### config.mk
export PLATFORM = sky130hd
export DESIGN_NAME = pip_ram
export DESIGN_NICKNAME = d
export VERILOG_FILES = /design/src/sv/pip_ram.sv
export SDC_FILE = /design/constraint.sdc
export NUM_CORES = 2
export LEC_CHECK = 0
export ABC_CLOCK_PERIOD_IN_PS = 23600
export BUFFER_PORTS_ARGS = -buffer_cell sky130_fd_sc_hd__buf_2
export CAP_MARGIN = 5
export CELL_PAD_IN_SITES_DETAIL_PLACEMENT = 2
export CELL_PAD_IN_SITES_GLOBAL_PLACEMENT = 2
export CORE_MARGIN = 4
export CORE_UTILIZATION = 55
export CTS_CLUSTER_DIAMETER = 50
export DETAILED_ROUTE_END_ITERATION = 8
export PLACE_DENSITY_LB_ADDON = 0.1
export SLEW_MARGIN = 10
export SYNTH_ARGS = -nofsm -noshare
export SYNTH_HDL_FRONTEND = slang
export SYNTH_SLANG_ARGS = --single-unit
### constraint.sdc
create_clock -name clk -period 23.6 [get_ports clk]
set_clock_uncertainty 0.2 [all_clocks]
set_input_delay 5.9 -clock clk [delete_from_list [all_inputs] [get_ports clk]]
set_output_delay 5.9 -clock clk [all_outputs]
set_load 0.05 [all_outputs]
### src/sv/pip_ram.sv
// ============================================================================
// pip_ram
// Generic single-port-write, single-port-read RAM with registered read data.
// ============================================================================
module pip_ram #(
	parameter int WIDTH = 64,
	parameter int DEPTH = 64
) (
	input  logic                     clk,
	input  logic                     we,
	input  logic [$clog2(DEPTH)-1:0] waddr,
	input  logic [WIDTH-1:0]         wdata,
	input  logic [$clog2(DEPTH)-1:0] raddr,
	output logic [WIDTH-1:0]         rdata
);

	logic [WIDTH-1:0] mem [DEPTH];

	// Write on request, register the read every cycle
	always_ff @(posedge clk) begin
		if (we) begin
			mem[waddr] <= wdata;
		end
		rdata <= mem[raddr];
	end

endmodule
==> out/metrics.sh, run 1 <==
FIRSTERROR='[ERROR DPL-0033] detailed placement checks failed during check placement.'
SYNTH-ADDER-AREA-SHARE_PCT=0
NETLIST.TOP_CELL.BY_AREA='edfxtp_1'
IO_BUFFERS=141
POST_SYNTH_AND_OR_NAND_NOR_AREA_FRACTION_PCT=1.24
SYNTH.CELL_AREA_UM2=156000
MUXSHAREOFSYNTHAREA_PCT=15.6
ROUTABILITYCONGESTION=0.770
ESTIMATED_WIRELENGTH_OF_THE_DETAIL_PLACED_DESIGN_UM=327000
CHIPHEIGHT_UM=541
SYNTHESIS.INSTANCES=6598
SYNTH_TOP_AREA_SHARE_PCT=78.7
ASYNC_FLOP_SHARE_PCT=0
FP.DIEW_UM=541
CELL_TYPES_OCCUPYING_THE_MOST_AREA_AFTER_SYNTHESIS='edfxtp_1 79%, mux4_2 15%, mux2i_1 0.86%'
SYNTH_TOP_FAMILY_BY_AREA='multiplexers'
FLOPS_LATCHES_SYNTH=4160
SYNTH_CELL_TYPE_COUNT=33
SYNTH_COMPOUND_AREA_SHARE_PCT=2.48
STD_CELL_ROWS=195
INITIAL_CORE_UTIL_PCT=55.3
STATUS='stopped before the end'
SYNTH_SEQUENTIAL_AREA_RATIO_PCT=79.5
OUTCOME.STOP_STAGE='detailed placement'
EDFF_COUNT_SYNTH=4096
FLOORPLAN.IO_PINS=142
SYNTH-MAIN-FF-CELL='edfxtp_1'
NUMBER_OF_WARNINGS_PRINTED_DURING_YOSYS_SYNTHESIS=0
POST_SYNTHESIS_XOR_XNOR_AREA_FRACTION_PCT=0
SYN_AREA_PER_CELL_UM2=23.7
SYNTH_NETS=6676
[cells by family after synthesis]
| kind of cell | Yosys count |
|---|---|
| multiplexers | 1159 |
| AND/OR/NAND/NOR | 386 |
| flip-flops | 4160 |
| buffers and inverters | 389 |
| AO/OA/AOI/OAI | 504 |
[per-stage QoR]
| step | hold WS [ns] | instances | area [um^2] | setup slack (ns) |
|---|---|---|---|---|
| floorplan | 0.588 | 6598 | 156000 | 12.06 |
| global placement | 0.616 | 10300 | 162000 | 11.80 |
[cell usage after synthesis, drive strengths merged (28+ instances only)]
cell type  number
nand3          45
o221ai         38
a22oi         168
clkbuf        140
a22o           88
nand2          58
mux4         1024
o22ai          83
dfxtp          64
nor2b          28
or2            28
a211oi         63
buf           230
edfxtp       4096
mux2i         135
or3            29
nor2          112
and3           64
==> run 2, diff against run 1 <==
- CELL_PAD_IN_SITES_DETAIL_PLACEMENT: 2 -> not set
- CELL_PAD_IN_SITES_GLOBAL_PLACEMENT: 2 -> not set
- CORE_UTILIZATION: 55 -> 40
- CTS_CLUSTER_DIAMETER: 50 -> not set
- PLACE_DENSITY_LB_ADDON: 0.1 -> 0.15
==> run 2 against run 1 <==
  * The run now ends clean
  * Area after synthesis stayed put
  * Synthesized cell count stayed put
==> out/metrics.sh, run 2 <==
STATUS='completed'  # was stopped before the end
HIGHEST_SIGNAL_LAYER_IN_THE_ROUTED_DESIGN='met5'
MAX_CAP_VIOLATIONS=0
MOSTFREQUENTLAYOUTCELL='edfxtp_1'
WORST_HOLD_PATH.NUM_CELLS=4
SYNTH-MAIN-FF-CELL='edfxtp_1'  # unchanged
MAX-VDD-IR-DROP_V=0.0000743
CTS-HOLD-FIX-BUFFERS=0
WORST-SETUP-PATH-TYPE='in -> reg'
CHIPHEIGHT_UM=633  # was 541 um
TIMING.HOLD.WORST_ENDPOINT='rdata[14]'
CTS-ROOT-TO-SINK-BUFFERS=4
LAYOUT.CELLS.MOST_COMMON_LIST='4096 x edfxtp_1, 1024 x mux4_2, 442 x clkbuf_16'
RELSLEWSLACK_PCT=16.7
CLK_PIN_SLEW_WORST_PATHS_NS=0.06
SYNTH_TOP_AREA_SHARE_PCT=78.7  # unchanged
FINAL_LAYOUT_SIZE_SUFFIX_GT1_SHARE_PCT=28.5
RSZ0062_AT_GRT='false'
FINALSETUPVIOLCOUNT=0
NETLIST.TOP_CELL.BY_AREA='edfxtp_1'  # unchanged
CTSROOTBUFFERMASTER='clkbuf_16'
CRITICAL_PATH.SLOWEST_CELL='buf_4'
CTS_HTREE_LEVELS=5
MOST_COMMON_CELL_IN_THE_NETLIST='edfxtp_1'  # unchanged
MET3_LENGTH_UM=33600
WL_MET2_UM=229000
MET1_LENGTH_UM=197000
SYN_AREA_PER_CELL_UM2=23.7  # unchanged
GRT_FIRST_PASS_WIRELENGTH_UM=649000
CELL_TYPES_OCCUPYING_THE_MOST_AREA_AFTER_SYNTHESIS='edfxtp_1 79%, mux4_2 15%, mux2i_1 0.86%'  # unchanged
WIRE_PER_INST_UM=37.5
HOLD_VIOL_FINAL=0
FILLERS=32600
DRC_ERRORS=0
DRT-VIAS-PER-INSTANCE=6.00
DR.PASS1.ITERS=5
SYNTH_CELL_TYPE_COUNT=33  # unchanged
REG_TOP3='mem (4096), rdata (64)'
TIMING.FINAL.MAX_SLEW_VIOLATIONS=0
WORST_SKEW_PAIR.LATE_LATENCY_NS=0.99
TIMING.CRITICAL_PATH.MODE_CELL='buf_12'
WORST-R2R-CELL-COUNT=5
CP_DATA_ARRIVAL_TIME_NS=11.17
CP_CELL_SEQUENCE='buf_12 -> buf_12 -> buf_4 -> buf_4 -> buf_12 -> mux4_2 -> a22o_1 -> nor2_1 -> a211oi_1'
SETUP_TOTAL_NEGATIVE_SLACK_NS=0
CRIT_PATH_BUFFERS_INVERTERS=5
TOTALWIRELENGTH_UM=474000
CP_SLOWEST_STAGE_DELAY_NS=0.86
CTS.SINKS=4160
R2R-START='mem[11][48]'
SYNTHESIS.INSTANCES=6598  # unchanged
YS_TOP_CELLS_BY_COUNT='4096 x edfxtp_1, 1024 x mux4_2, 170 x buf_2'  # unchanged
DR.FIRST_ITER.DRC_COUNT=9309
FP.DIEW_UM=633  # was 541 um
WORST_HOLD_SLACK_NS=0.629
ESTIMATED_WIRELENGTH_OF_THE_DETAIL_PLACED_DESIGN_UM=244000  # was 327000 um
INITIAL_CORE_UTIL_PCT=40.2  # was 55.3%
GRT_UTIL_ALL_LAYERS_PCT=23.4
CRIT_PATH_MAX_FANOUT=83
FLOORPLAN.IO_PINS=142  # unchanged
WORST_PATH_DOMINANT_CELL_FAMILY='buffers and inverters'
AREA_GROWTH_SYN_TO_LAYOUT_PCT=14.0
CP_DATA_REQUIRED_TIME_NS=24.22
VIA_COUNT_OF_THE_FIRST_GLOBAL_ROUTING_PASS=76500
CRIT-REG2REG-CAPTURE='rdata[48]'
CTS-RESIZED-GATES=0
ANTENNA_FOUND_INITIAL=50
CTS_POST_SETUP_BUFFERS_INSERTED=0
ROUTABILITYCONGESTION=0.755  # was 0.770
CTS_BUFFERS=436
REG2REG_SLACK_NS=20.91
FINAL_NETS=7103
NUMBER_OF_WARNINGS_PRINTED_DURING_YOSYS_SYNTHESIS=0  # unchanged
GLOBALROUTEOVERFLOWTOTAL=0
LARGEST_REGISTER_FFS=4096
SETUP.WORST_PATH.START_CLASS='input port'
LARGEST-REGISTER='mem'
FMAXACHIEVABLE_MHz=94.7
CORE_AREA_UM2=389000
ASYNC_FLOP_SHARE_PCT=0  # unchanged
IO_BUFFERS=141  # unchanged
POST-ROUTE-PERIOD-UTIL_PCT=44.7
DIEAREA_UM2=401000
TRITONCTS='done'
SYNTH_SEQUENTIAL_AREA_RATIO_PCT=79.5  # unchanged
DRTANTENNAVIOLNETS=0
WORST_SLEW_PIN_SLEW_NS=1.25
GRT_MAX_DEGREE=112
SYNTH_NETS=6676  # unchanged
SYNTH.CELL_AREA_UM2=156000  # unchanged
STD_CELL_ROWS=229  # was 195
POWER.DENSITY_CELL_AREA_nW_PER_UM2=88.2
VIA_COUNT=75800
TIMING.FINAL.CRIT_PERIOD_NS=10.56
EDFF_COUNT_SYNTH=4096  # unchanged
LEAKAGEPOWER_nW=55.2
FLOPS_LATCHES_SYNTH=4160  # unchanged
MIN-DELAY-PATH-CLASS='reg -> reg'
WORST_SETUP_PATH_END_KIND='flip-flop'
MIN-DELAY-START='mem[38][14]'
## run 2: cell counts after synthesis
No cell type changed its count.
## run 2: kinds of logic (layout without fill, tap and decap cells)
group                  Yosys count  count (layout)  synth area share (%)
AOI/OAI and AO/OA              504             504                  2.48
muxes                         1159            1159                  15.6
DFF                           4160            4160                  79.5
buffers and inverters          389            1195                  1.18
other                            0              38                     0
and+or+nand+nor                386             386                  1.24
## run 2: final cells by class
cell class,instances,area (um^2),area share (%)
tap,5197,6500,3.65
multi-input combinational,2049,30800,17.3
sequential,4160,124000,69.7
clock inverter,240,2220,1.24
antenna,38,95.1,0.0533
timing repair buffer,359,2510,1.41
clock buffer,577,11900,6.65
inverter,19,71.3,0.0400
## run 2: worst max-delay path by stage
stage,start,to,cells past startpoint
2_1_floorplan,waddr[3],mem[48][0],4
3_3_place_gp,raddr[0],rdata[39],11
3_5_place_dp,raddr[0],rdata[39],11
4_1_cts,raddr[0],rdata[39],11
5_1_grt,raddr[0],rdata[39],11
6_report,raddr[0],rdata[41],9
## run 2: per-stage QoR
stage | setup slack, ns | power (mW) | cells | util (%) | instance area [um^2]
after floorplan | 12.06 | 8.79 | 6598 | - | 156000
after global routing | 12.53 | 16.2 | 12600 | 45.8 | 178000
final | 13.04 | 15.7 | 12600 | 45.8 | 178000
after global placement | 11.78 | 9.13 | 11800 | 42.2 | 164000
after detailed placement | 11.87 | 9.14 | 11800 | 42.2 | 164000
after CTS | 12.91 | 15.9 | 12600 | 45.8 | 178000
## run 2: per-layer routing
| layer | track usage (%) | vias to the layer above |
|---|---|---|
| li1 | - | 29400 |
| met1 | 33.2 | 42500 |
| met2 | 37.8 | 3169 |
| met3 | 3.50 | 691 |
| met4 | 7.07 | 10 |
| met5 | 0 | - |
## run 2: tightest hold or removal path: stages (launching register included)
cell and delay, ns:
edfxtp_1 0.31, mux4_2 0.23, a22oi_1 0.06, nand3_1 0.07
and3_1 0.14
## run 2: report_power, final
group | internal (mW) | switching, mW
Clock | 3.89 | 2.86
Combinational | 0.251 | 0.501
Sequential | 8.18 | 0.0397
(Power assumes the default switching activity.)
